--- src/design/bcld_pkg.sv ---
// Shared types and constants for the button click / long / double detector.
package bcld_pkg;

    // Event codes carried in the result word
    typedef enum logic [1:0] {
        EV_NONE   = 2'd0,
        EV_CLICK  = 2'd1,
        EV_LONG   = 2'd2,
        EV_DOUBLE = 2'd3
    } event_t;

    // Auto-repeat modes (code 3 acts as fixed repeat)
    localparam logic [1:0] REP_NONE = 2'd0;
    localparam logic [1:0] REP_PROG = 2'd2;

    // Progressive repeat schedule
    localparam logic [4:0]  REP_MID_AFTER  = 5'd5;
    localparam logic [4:0]  REP_FAST_AFTER = 5'd15;
    localparam logic [4:0]  REP_COUNT_MAX  = 5'd31;
    localparam logic [15:0] REP_MID_MS     = 16'd200;
    localparam logic [15:0] REP_FAST_MS    = 16'd50;

    // Configuration register indexes
    localparam int unsigned CFG_IDX_W = 3;
    localparam int unsigned CFG_DATA_W = 16;
    localparam logic [CFG_IDX_W-1:0] CFG_DEBOUNCE_MS   = 3'd0;
    localparam logic [CFG_IDX_W-1:0] CFG_INVERT_INPUT  = 3'd1;
    localparam logic [CFG_IDX_W-1:0] CFG_LONG_MS       = 3'd2;
    localparam logic [CFG_IDX_W-1:0] CFG_CLICK_MODE    = 3'd3;
    localparam logic [CFG_IDX_W-1:0] CFG_REPEAT_MODE   = 3'd4;
    localparam logic [CFG_IDX_W-1:0] CFG_SMART_LONG_MS = 3'd5;
    localparam logic [CFG_IDX_W-1:0] CFG_DOUBLE_MS     = 3'd6;
    localparam logic [CFG_IDX_W-1:0] CFG_DETECTOR_MODE = 3'd7;

    // Register reset values
    localparam logic [7:0]  RST_DEBOUNCE_MS   = 8'd40;
    localparam logic        RST_INVERT_INPUT  = 1'b1;
    localparam logic [15:0] RST_LONG_MS       = 16'd600;
    localparam logic        RST_CLICK_MODE    = 1'b0;
    localparam logic [1:0]  RST_REPEAT_MODE   = 2'd1;
    localparam logic [15:0] RST_SMART_LONG_MS = 16'd600;
    localparam logic [15:0] RST_DOUBLE_MS     = 16'd250;
    localparam logic        RST_DETECTOR_MODE = 1'b1;

    // Register file contents, handed to the datapath as one group
    typedef struct packed {
        logic [7:0]  debounce_ms;
        logic        invert_input;
        logic [15:0] long_ms;
        logic        click_mode;
        logic [1:0]  repeat_mode;
        logic [15:0] smart_long_ms;
        logic [15:0] double_ms;
        logic        detector_mode;
    } cfg_t;

endpackage

--- src/design/bcld_cfg.sv ---
// Configuration register file for the button detector.
module bcld_cfg (
    input  logic                                clk,
    input  logic                                rst_n,
    input  logic                                cfg_we,
    input  logic [bcld_pkg::CFG_IDX_W-1:0]      cfg_addr,
    input  logic [bcld_pkg::CFG_DATA_W-1:0]     cfg_wdata,
    output bcld_pkg::cfg_t                      cfg
);

    bcld_pkg::cfg_t cfg_reg;

    // Register writes, one index per write
    always_ff @(posedge clk or negedge rst_n)
    begin
        if (!rst_n)
        begin
            cfg_reg.debounce_ms   <= bcld_pkg::RST_DEBOUNCE_MS;
            cfg_reg.invert_input  <= bcld_pkg::RST_INVERT_INPUT;
            cfg_reg.long_ms       <= bcld_pkg::RST_LONG_MS;
            cfg_reg.click_mode    <= bcld_pkg::RST_CLICK_MODE;
            cfg_reg.repeat_mode   <= bcld_pkg::RST_REPEAT_MODE;
            cfg_reg.smart_long_ms <= bcld_pkg::RST_SMART_LONG_MS;
            cfg_reg.double_ms     <= bcld_pkg::RST_DOUBLE_MS;
            cfg_reg.detector_mode <= bcld_pkg::RST_DETECTOR_MODE;
        end
        else if (cfg_we)
        begin
            case (cfg_addr)
                bcld_pkg::CFG_DEBOUNCE_MS:   cfg_reg.debounce_ms   <= cfg_wdata[7:0];
                bcld_pkg::CFG_INVERT_INPUT:  cfg_reg.invert_input  <= cfg_wdata[0];
                bcld_pkg::CFG_LONG_MS:       cfg_reg.long_ms       <= cfg_wdata;
                bcld_pkg::CFG_CLICK_MODE:    cfg_reg.click_mode    <= cfg_wdata[0];
                bcld_pkg::CFG_REPEAT_MODE:   cfg_reg.repeat_mode   <= cfg_wdata[1:0];
                bcld_pkg::CFG_SMART_LONG_MS: cfg_reg.smart_long_ms <= cfg_wdata;
                bcld_pkg::CFG_DOUBLE_MS:     cfg_reg.double_ms     <= cfg_wdata;
                bcld_pkg::CFG_DETECTOR_MODE: cfg_reg.detector_mode <= cfg_wdata[0];
                default: ;
            endcase
        end
    end

    assign cfg = cfg_reg;

endmodule

--- src/design/bcld_debounce.sv ---
// Debouncer: level follows the sample once it has held longer than debounce_ms.
module bcld_debounce (
    input  logic            clk,
    input  logic            rst_n,
    input  logic            en,
    input  logic            raw_level,
    input  logic [31:0]     now_ms,
    input  bcld_pkg::cfg_t  cfg,
    output logic            level_next
);

    logic        last_sample_reg;
    logic        debounced_reg;
    logic [31:0] change_stamp_reg;

    logic        cur;
    logic [31:0] change_stamp_next;
    logic [31:0] stable_time;

    // A changed sample restarts the stable timer at the current time
    always_comb
    begin
        cur               = raw_level ^ cfg.invert_input;
        change_stamp_next = (cur != last_sample_reg) ? now_ms : change_stamp_reg;
        stable_time       = now_ms - change_stamp_next;
        level_next        = (stable_time > {24'd0, cfg.debounce_ms}) ? cur : debounced_reg;
    end

    always_ff @(posedge clk or negedge rst_n)
    begin
        if (!rst_n)
        begin
            last_sample_reg  <= 1'b0;
            debounced_reg    <= 1'b0;
            change_stamp_reg <= 32'd0;
        end
        else if (en)
        begin
            last_sample_reg  <= cur;
            debounced_reg    <= level_next;
            change_stamp_reg <= change_stamp_next;
        end
    end

endmodule

--- src/design/bcld_detect.sv ---
// Event detector: simple click/long mode and smart double-click/repeat mode.
module bcld_detect (
    input  logic             clk,
    input  logic             rst_n,
    input  logic             en,
    input  logic             cur,
    input  logic [31:0]      now_ms,
    input  bcld_pkg::cfg_t   cfg,
    output bcld_pkg::event_t ev
);

    logic        prev_reg;
    logic [31:0] press_stamp_reg,   press_stamp_next;
    logic        hold_handled_reg,  hold_handled_next;
    logic        awaiting_reg,      awaiting_next;
    logic [31:0] release_stamp_reg, release_stamp_next;
    logic [31:0] repeat_stamp_reg,  repeat_stamp_next;
    logic [4:0]  repeat_count_reg,  repeat_count_next;

    logic        rise;
    logic        held;
    logic        fall;
    logic        open_window;
    logic [31:0] press_time;
    logic [31:0] repeat_time;
    logic [31:0] release_time;
    logic [15:0] interval;

    // Elapsed times, all modulo 2^32
    assign press_time   = now_ms - press_stamp_reg;
    assign repeat_time  = now_ms - repeat_stamp_reg;
    assign release_time = now_ms - release_stamp_reg;

    assign rise = cur & ~prev_reg;
    assign held = cur & prev_reg;
    assign fall = ~cur & prev_reg;

    // Repeat interval, shortened by the progressive schedule
    always_comb
    begin
        interval = cfg.smart_long_ms;
        if (cfg.repeat_mode == bcld_pkg::REP_PROG)
        begin
            if (repeat_count_reg > bcld_pkg::REP_FAST_AFTER)
                interval = bcld_pkg::REP_FAST_MS;
            else if (repeat_count_reg > bcld_pkg::REP_MID_AFTER)
                interval = bcld_pkg::REP_MID_MS;
        end
    end

    // Next state and event
    always_comb
    begin
        ev                 = bcld_pkg::EV_NONE;
        press_stamp_next   = press_stamp_reg;
        hold_handled_next  = hold_handled_reg;
        awaiting_next      = awaiting_reg;
        release_stamp_next = release_stamp_reg;
        repeat_stamp_next  = repeat_stamp_reg;
        repeat_count_next  = repeat_count_reg;
        open_window        = 1'b0;

        if (!cfg.detector_mode)
        begin
            // simple detector
            if (rise)
            begin
                press_stamp_next  = now_ms;
                hold_handled_next = 1'b0;
            end
            else if (held)
            begin
                if (!hold_handled_reg && (press_time > {16'd0, cfg.long_ms}))
                begin
                    hold_handled_next = 1'b1;
                    ev                = bcld_pkg::EV_LONG;
                end
            end
            else if (fall && !hold_handled_reg)
            begin
                ev = bcld_pkg::EV_CLICK;
            end
        end
        else
        begin
            // smart detector
            if (rise)
            begin
                press_stamp_next = now_ms;
                if (cfg.click_mode && awaiting_reg)
                begin
                    awaiting_next     = 1'b0;
                    hold_handled_next = 1'b1;
                    ev                = bcld_pkg::EV_DOUBLE;
                end
                else
                begin
                    hold_handled_next = 1'b0;
                    repeat_count_next = 5'd0;
                end
            end
            else if (held)
            begin
                if (press_time > {16'd0, cfg.smart_long_ms})
                begin
                    if (!hold_handled_reg)
                    begin
                        hold_handled_next = 1'b1;
                        awaiting_next     = 1'b0;
                        repeat_stamp_next = now_ms;
                        ev = (cfg.repeat_mode != bcld_pkg::REP_NONE) ?
                             bcld_pkg::EV_CLICK : bcld_pkg::EV_LONG;
                    end
                    else if ((cfg.repeat_mode != bcld_pkg::REP_NONE) &&
                             (repeat_time > {16'd0, interval}))
                    begin
                        repeat_stamp_next = now_ms;
                        if (repeat_count_reg < bcld_pkg::REP_COUNT_MAX)
                            repeat_count_next = repeat_count_reg + 5'd1;
                        ev = bcld_pkg::EV_CLICK;
                    end
                end
            end
            else if (fall && !hold_handled_reg)
            begin
                if (cfg.click_mode)
                begin
                    awaiting_next      = 1'b1;
                    release_stamp_next = now_ms;
                    open_window        = 1'b1;
                end
                else
                begin
                    ev = bcld_pkg::EV_CLICK;
                end
            end

            // Deferred click once the double-click window runs out; a window
            // opened by this very release has zero elapsed time
            if (!cur && cfg.click_mode && awaiting_reg && !open_window &&
                (release_time > {16'd0, cfg.double_ms}))
            begin
                awaiting_next = 1'b0;
                ev            = bcld_pkg::EV_CLICK;
            end
        end
    end

    always_ff @(posedge clk or negedge rst_n)
    begin
        if (!rst_n)
        begin
            prev_reg          <= 1'b0;
            press_stamp_reg   <= 32'd0;
            hold_handled_reg  <= 1'b0;
            awaiting_reg      <= 1'b0;
            release_stamp_reg <= 32'd0;
            repeat_stamp_reg  <= 32'd0;
            repeat_count_reg  <= 5'd0;
        end
        else if (en)
        begin
            prev_reg          <= cur;
            press_stamp_reg   <= press_stamp_next;
            hold_handled_reg  <= hold_handled_next;
            awaiting_reg      <= awaiting_next;
            release_stamp_reg <= release_stamp_next;
            repeat_stamp_reg  <= repeat_stamp_next;
            repeat_count_reg  <= repeat_count_next;
        end
    end

endmodule

--- src/design/button_click_long_double_detector.sv ---
// Top level of the debounced button click / long press / double click detector.
//
// Takes one sample word (raw pin level plus a 32-bit millisecond timestamp)
// per clock and returns one result word per sample: the debounced level and an
// event code (none, click or repeat, long press, double click). Throughput is
// one word per cycle while the receiver takes results; a sample passes through
// the input register and then the result register, with the debounce and
// detector update done in the single logic stage between them. Configuration
// registers are written through cfg_we / cfg_addr / cfg_wdata and should only
// change while no sample is in flight.
module button_click_long_double_detector (
    input  logic                                clk,
    input  logic                                rst_n,
    // sample word: [0] raw_level, [32:1] now_ms, [39:33] zero
    input  logic                                s_tvalid,
    output logic                                s_tready,
    input  logic [39:0]                         s_tdata,
    // result word: [0] stable_level, [2:1] event_res, [7:3] zero
    output logic                                m_tvalid,
    input  logic                                m_tready,
    output logic [7:0]                          m_tdata,
    input  logic                                cfg_we,
    input  logic [bcld_pkg::CFG_IDX_W-1:0]      cfg_addr,
    input  logic [bcld_pkg::CFG_DATA_W-1:0]     cfg_wdata
);

    bcld_pkg::cfg_t   cfg;
    bcld_pkg::event_t ev;

    logic        in_valid_reg;
    logic        raw_reg;
    logic [31:0] now_reg;
    logic        out_valid_reg;
    logic        stable_reg;
    logic [1:0]  event_reg;
    logic        advance;
    logic        level_next;

    // Pipeline control: stage moves when the result slot is free or draining
    assign advance  = in_valid_reg & (~out_valid_reg | m_tready);
    assign s_tready = ~in_valid_reg | advance;

    bcld_cfg u_cfg (
        .clk       (clk),
        .rst_n     (rst_n),
        .cfg_we    (cfg_we),
        .cfg_addr  (cfg_addr),
        .cfg_wdata (cfg_wdata),
        .cfg       (cfg)
    );

    bcld_debounce u_debounce (
        .clk        (clk),
        .rst_n      (rst_n),
        .en         (advance),
        .raw_level  (raw_reg),
        .now_ms     (now_reg),
        .cfg        (cfg),
        .level_next (level_next)
    );

    bcld_detect u_detect (
        .clk    (clk),
        .rst_n  (rst_n),
        .en     (advance),
        .cur    (level_next),
        .now_ms (now_reg),
        .cfg    (cfg),
        .ev     (ev)
    );

    // Input register valid
    always_ff @(posedge clk or negedge rst_n)
    begin
        if (!rst_n)
            in_valid_reg <= 1'b0;
        else if (s_tready)
            in_valid_reg <= s_tvalid;
    end

    // Input register payload
    always_ff @(posedge clk)
    begin
        if (s_tvalid && s_tready)
        begin
            raw_reg <= s_tdata[0];
            now_reg <= s_tdata[32:1];
        end
    end

    // Result register valid
    always_ff @(posedge clk or negedge rst_n)
    begin
        if (!rst_n)
            out_valid_reg <= 1'b0;
        else if (advance)
            out_valid_reg <= 1'b1;
        else if (m_tready)
            out_valid_reg <= 1'b0;
    end

    // Result register payload
    always_ff @(posedge clk)
    begin
        if (advance)
        begin
            stable_reg <= level_next;
            event_reg  <= ev;
        end
    end

    assign m_tvalid = out_valid_reg;
    assign m_tdata  = {5'd0, event_reg, stable_reg};

endmodule

--- config.mk ---
export PLATFORM = sky130hd
export DESIGN_NAME = button_click_long_double_detector
export DESIGN_NICKNAME = d
export VERILOG_FILES = /design/src/design/bcld_pkg.sv /design/src/design/bcld_cfg.sv /design/src/design/bcld_debounce.sv /design/src/design/bcld_detect.sv /design/src/design/button_click_long_double_detector.sv
export SDC_FILE = /design/constraint.sdc
export NUM_CORES = 1
export LEC_CHECK = 0
export BUFFER_PORTS_ARGS = -buffer_cell sky130_fd_sc_hd__buf_2
export CAP_MARGIN = 20
export CORE_MARGIN = 4
export CORE_UTILIZATION = 60
export CTS_BUF_LIST = sky130_fd_sc_hd__clkbuf_4 sky130_fd_sc_hd__clkbuf_8
export DETAILED_ROUTE_END_ITERATION = 8
export GPL_ROUTABILITY_DRIVEN = 0
export PLACE_DENSITY = 0.83
export SYNTH_ARGS = -nofsm -noshare
export SYNTH_HDL_FRONTEND = slang
export SYNTH_SLANG_ARGS = --single-unit
--- constraint.sdc ---
create_clock -name clk -period 7.35 [get_ports clk]
set_clock_uncertainty 0.05 [all_clocks]
set_input_delay 1.1025 -clock clk [delete_from_list [all_inputs] [get_ports clk]]
set_output_delay 1.1025 -clock clk [all_outputs]
set_load 0.02 [all_outputs]
* After elaboration in Yosys (flattened, before gate mapping)
Cells that the tools add are included.
Word-level totals: bits in writable memories 0, flip-flop bits (word level) 236, logic and storage cells 153, bits in latches 0, memory bits (read-only) 0, input bits 64, memories kept 0
Cells by class: eq/ne operators 15, div/mod/pow operators 0, muxes and demuxes 52, reductions and logical operators 37, magnitude comparators 8, $mul 0, shifts and indexed selects 0, $add $sub $neg 5, bitwise operators 13
Operators with widths (number):
- $gt A32 B16 Y1 | 4
- $sub A32 B32 Y32 | 4
- $mux W32 | 3
- $mux W16 | 3
- $mux W5 | 7
- $gt A32 B8 Y1 | 1
- $mux W1 | 27
- $mux W2 | 12
- $reduce_and A2 Y1 | 9
- $reduce_bool A2 Y1 | 7
- $eq A3 B3 Y1 const B | 4
- $reduce_and A6 Y1 | 2
- $logic_and A1 B1 Y1 | 9
- $reduce_and A8 Y1 | 1
- $reduce_bool A4 Y1 | 2
- $reduce_and A7 Y1 | 1
- $eq A3 B2 Y1 const B | 2
- $not A1 Y1 | 6
- $add A5 B1 Y5 const B | 1
- $gt A5 B3 Y1 const B | 1
- $gt A5 B4 Y1 const B | 1
- $lt A5 B5 Y1 const B | 1
- $and A1 B1 Y1 | 4
- $ne A2 B2 Y1 const B | 2
- other kinds (13) | 16

* Longest topological paths before layout
depth in word-level cells 18, mapped depth 32

* Hierarchy
From an unflattened synthesis, not the netlist that was laid out.
Second synthesis, totals: cells, all modules 2225, area, all modules 19976.7 µm²
Modules (own cells, without submodules):
- bcld_detect | cells an instance 1531, times used 1, area an instance 12151.7 µm²
- bcld_debounce | cells an instance 505, times used 1, area an instance 4147.7 µm²
- bcld_cfg | cells an instance 138, times used 1, area an instance 2443.6 µm²
- button_click_long_double_detector | cells an instance 51, times used 1, area an instance 1233.7 µm²

* Worst setup path after synthesis
OpenSTA, ideal clock, no wires.
path kind register -> register, start register u_cfg.cfg_reg, in the netlist u_cfg.cfg[52], end register u_detect.repeat_stamp_reg[16], path slack 1382 ps, buffers on the path 4, cell stages (with the launch flop) 31, data arrival time 5790 ps, data required time 7172 ps, clock period less this slack 5968 ps, setup time 128 ps, path through dfstp_2 > xnor3_1 > buf_6 > clkbuf_1 > buf_1 > nand2_1 > o21ai_0 > ha_1 > inv_1 > ha_1 > nor2_1 > maj3_1 > maj3_1 > xnor2_1 > nand2_1 > nand2_1 > ha_1 > a21o_1 > a21oi_1 > nor2b_1 > o22ai_1 > o31ai_1 > nor4_1 > nand4_1 > nor4_1 > nand4_1 > or2_1 > o21a_2 > nand3_4 > buf_6 > mux2_1
Between the ends: cells in the longest elaborated chain, start to end 9, elaborated cells on any way between the ends 10, those cells by class add/sub (1); order compare (1); eq/ne (1); mux (2); bitwise (4); reduce/logical (1)
Ends and longest elaborated chain:
- start: declaration | RTL line bcld_cfg.sv:11 | bcld_pkg::cfg_t cfg_reg;
- $xor A1 B1 Y1 * | RTL line bcld_debounce.sv:23 | cur = raw_level ^ cfg.invert_input;
- $ne A1 B1 Y1 * | RTL line bcld_debounce.sv:24 | change_stamp_next = (cur != last_sample_reg) ? now_ms : change_stamp_reg;
- $mux W32 * | RTL line bcld_debounce.sv:24
- net u_debounce.change_stamp_next[0] | RTL line bcld_debounce.sv:17 | logic [31:0] change_stamp_next;
- $sub A32 B32 Y32 * | RTL line bcld_debounce.sv:25 | stable_time = now_ms - change_stamp_next;
- $gt A32 B8 Y1 * | RTL line bcld_debounce.sv:26 | level_next = (stable_time > {24'd0, cfg.debounce_ms}) ? cur : debounced_reg;
- $mux W1 * | RTL line bcld_debounce.sv:26
- $and A1 B1 Y1 | RTL line bcld_detect.sv:34 | assign rise = cur & ~prev_reg;
- $not A1 Y1 (no line)
- $reduce_and A6 Y1 (no line) *
- end signal: assignment | RTL line bcld_detect.sv:168 | repeat_stamp_reg <= repeat_stamp_next;
- end: declaration | RTL line bcld_detect.sv:17 | logic [31:0] repeat_stamp_reg, repeat_stamp_next;
The timed path passes the listed nets; every way through them passes the cells marked *. A chain may end at the register's enable or synchronous reset.

* Worst setup path after layout
start register now_reg[0], end register u_detect.repeat_stamp_reg[30]
Between the ends: cells in the longest elaborated chain, start to end 7, elaborated cells on any way between the ends 14, those cells by class add/sub (3); order compare (3); eq/ne (1); mux (2); bitwise (3); reduce/logical (2)
Ends and longest elaborated chain:
- start: declaration | RTL line button_click_long_double_detector.sv:32 | logic [31:0] now_reg;
- start signal: assignment | RTL line button_click_long_double_detector.sv:87 | now_reg <= s_tdata[32:1];
- $mux W32 | RTL line bcld_debounce.sv:24
- $sub A32 B32 Y32 | RTL line bcld_debounce.sv:25
- $gt A32 B8 Y1 | RTL line bcld_debounce.sv:26
- $mux W1 | RTL line bcld_debounce.sv:26
- $and A1 B1 Y1 | RTL line bcld_detect.sv:34
- $not A1 Y1 (no line)
- $reduce_and A6 Y1 (no line) *
Mark *: on every way between the ends. The rest lies on a longest branch, timed or not.

==> key figures <==
Yosys
  – Ys Warns: 0
  – Share of the synthesized area in the top cell type: around a quarter
  – Fraction of the yosys area taken by sequential cells: roughly a third
  – Post-synth cell types: 92
  – FF+latch count, synth: ~240
  – Dominant cell type by area after synthesis: dfrtp_1
  – Largest cells by area after synthesis: dfrtp_1 (24%), ha_1 (13%), edfxtp_1 (5.7%)
  – Fraction of synthesized area in multiplexers: 9.44%
  – Top FF cell, synth: dfrtp_1
  – Simple logic cell fraction of the synthesized area: 14.9%
  – Ys async rst share: 84.7%
  – Synth Instances: 2118
  – Post-synth EDFFs: 36
  – Most common cell in the synthesized netlist: nand2_1
  – Cell Area, Synth: roughly 19000 µm²
  – Top post-synthesis cells by count: nand2_1 (195), inv_1 (194), ha_1 (190)
  – Synth Area in Compound Gates: about 21%
  – Main combinational cell family by area after synthesis: compound AO/OA/AOI/OAI gates
  – Mean Syn Cell Area: 8.95 µm²
  – Area share of fa/ha/maj cells after synthesis: 13.2%
  – Xor/xnor share of the synthesized area: 3.76%

Clock tree
  – Htree depth: 2
  – Setup Buffers After CTS: 0
  – CTS tree: built
  – Root Buffer: clkbuf_8
  – # hold bufs at CTS: 0
  – Cts repair resizes: 0
  – CTS buffer count: 42
  – Reg clk slew, reported paths: 60 ps
  – Skew-Pair Late Insertion Delay: roughly 580 ps
  – Clk sinks: between 200 and 250
  – Clock tree buffer depth: 3

Cells and area
  – Fin area: 20500 µm²
  – Synth-to-layout area growth: 8.26%
  – ANT cells: 0
  – Fin cells: 2600
  – Max reg flops: 61
  – Share of layout cells above drive strength 1: 14.1%
  – # nets final: between 2000 and 2500

Setup path
  – CP peak stage delay: 550 ps
  – Worst path slowest cell: or4_1
  – CP max FO: 32
  – Data arrival, critical path: 7340 ps
  – Crit. End Element: register
  – WP data required: 7740 ps
  – Type of origin of the critical path: register
  – Kind of critical path: reg -> reg

Floorplanning
  – Die Y: 186 µm
  – Rows: between 60 and 70
  – Starting Density: 61.3%
  – I/O Pins: 74
  – Die Span X: 186 µm
  – Core Region: 30900 µm²
  – Die area: 34500 µm²

Global routing
  – Total gr overflow: 0
  – Total GRT Usage: 28.3%
  – Antenna violations before repair: 0
  – Largest net degree at the start of global routing: 85
  – Global-route wire length before repair: 79800 µm
  – Number of global-route vias before repair: 16000

Route
  – 1st-iter DRT viols: 1565
  – Post-Route WL: around 49000 µm
  – Routed Antenna Nets: 0
  – Remaining DRCs: 0
  – WL/cell: around 19 µm
  – Pre-antenna DRT Iters: 7
  – Via density: 6.39
  – Vias: 16600

Timing
  – Worst Max-Slew Pin Slew: 1140 ps
  – RSZ-0062 raised after global routing: false
  – Final-report hold violation count: 0
  – Post-layout minimum cycle time: 6950 ps
  – Final Slew Violations: 0
  – Setup slack after layout: 396 ps
  – Final setup viols: 0
  – Fmax: 144 MHz
  – Setup TNS: 0 ps
  – Period utilization: 94.6%
  – Slew headroom: 23.1%
  – Hold slack: 442 ps

Power and ir drop
  – Reg power frac: 22.9%
  – Internal power: 4.83 mW
  – Net Switching: 4.04 mW
  – Clock power frac: between 10% and 20%
  – Sw Ratio: 45.5%
  – Comb pwr share: 61.9%
  – Max rail drop VDD: 0.000203 V
  – Pwr/cell area: 432 nW/µm²
  – Leakage: 9.46 nW

Place
  – # placed instances: 2525
  – DP Area: 19600 µm²
  – Dpl hpwl: 37200 µm
  – Place WS: approximately 570 ps
  – Count of buffers from port buffering: 61

Job
  – Max cap viols: 0

Worst hold path
  – Hold Path Class: reg -> reg

Outcome
  – Status: completed
==> power by group through the flow <==
stage / Sequential [mW] / Clock (mW) / Combinational [mW]
2_1_floorplan: 1.95 / 0 / 4.17
3_3_place_gp: 2.03 / 0 / 5.08
3_5_place_dp: 2.05 / 0 / 5.31
4_1_cts: 2.03 / 1.37 / 5.36
5_1_grt: 2.08 / 1.43 / 6.08
6_report: 2.04 / 1.35 / 5.49
==> layer usage <==
layer | vias up | global-route usage [%] | part of all wire (%)
met1 | 7895 | 37.5 | 43
met4 | 0 | 11.4 | 4.4
li1 | 7833 | - | -
met3 | 167 | 5.12 | 7.5
met5 | - | 0 | 0
met2 | 719 | 45.9 | 45
==> cell families after synthesis <==
family / count (synthesis)
AO/OA/AOI/OAI: 605
buffers and inverters: 269
other: 1
adder cells (fa/ha/maj): 199
AND/OR/NAND/NOR: 573
flip-flops: 236
multiplexers: 157
XOR/XNOR: 78
==> through the flow <==
step | total power, mW | utilization (%)
after floorplan | 6.12 | -
after global placement | 7.10 | 63.4
after detailed placement | 7.36 | 63.4
after CTS | 8.76 | 66.4
after global routing | 9.59 | 66.4
final | 8.88 | 66.4
==> critical path, delay by kind of cell, from the launching register on <==
family | cells | cell delay, ps
buf+inv | 3 | 530
flops | 1 | 410
fa+ha+maj | 3 | 870
mux | 1 | 360
compound gates | 11 | 2850
xor+xnor | 1 | 130
simple gates | 8 | 1590
==> layout make-up <==
class,instances,area [µm²]
Sequential cell,236,6110
Multi-Input combinational cell,1617,11800
Tap cell,396,495
Clock buffer,66,821
Timing Repair Buffer,82,484
Inverter,194,728
Clock inverter,9,92.6
Fill cell,2485,10400
==> placed cells by master (no fill, tap or decap), types with 7 or more instances in the layout <==
| cell type | n |
|---|---|
| a21oi_1 | 150 |
| a21boi_0 | 7 |
| o21bai_1 | 18 |
| o22ai_1 | 11 |
| xnor2_1 | 47 |
| nor2b_1 | 32 |
| and3_1 | 22 |
| a31oi_1 | 21 |
| inv_1 | 194 |
| a21o_1 | 53 |
| nor3_1 | 36 |
| dfstp_2 | 19 |
| clkbuf_4 | 14 |
| o21a_1 | 32 |
| dfrtp_1 | 181 |
| xor2_1 | 29 |
| o21ai_0 | 154 |
| mux2_2 | 96 |
| nand2_1 | 195 |
| o2111ai_1 | 10 |
| nand4_1 | 38 |
| ha_1 | 190 |
| buf_2 | 60 |
| buf_4 | 20 |
| o211ai_1 | 17 |
| nor4_1 | 17 |
| nand3_1 | 39 |
| o41ai_1 | 7 |
| or3_1 | 14 |
| mux2i_1 | 36 |
| edfxtp_1 | 36 |
| mux2_1 | 7 |
| a211o_1 | 11 |
| nand2b_1 | 31 |
| nor2_1 | 102 |
| and2_1 | 13 |
| mux2_4 | 18 |
| o31ai_1 | 10 |
| clkbuf_8 | 53 |
| a211oi_1 | 18 |
==> final timing paths <==
| check | startpoint | end | slack [ps] | cells after the start |
|---|---|---|---|---|
| worst max-delay path | now_reg[0] | u_detect.repeat_stamp_reg[30] | 400 | 27 |
| worst min-delay path | u_debounce.change_stamp_reg[0] | u_debounce.change_stamp_reg[0] | 440 | 2 |
| worst max register to register | now_reg[0] | u_detect.repeat_stamp_reg[30] | 400 | 27 |
| worst min register to register | u_debounce.change_stamp_reg[0] | u_debounce.change_stamp_reg[0] | 440 | 2 |
| max in group asynchronous | rst_n | u_debounce.change_stamp_reg[22] | 5430 | 2 |
| min in group asynchronous | rst_n | u_cfg.cfg[49] | 520 | 1 |
Power figures use the tool's default switching activity.
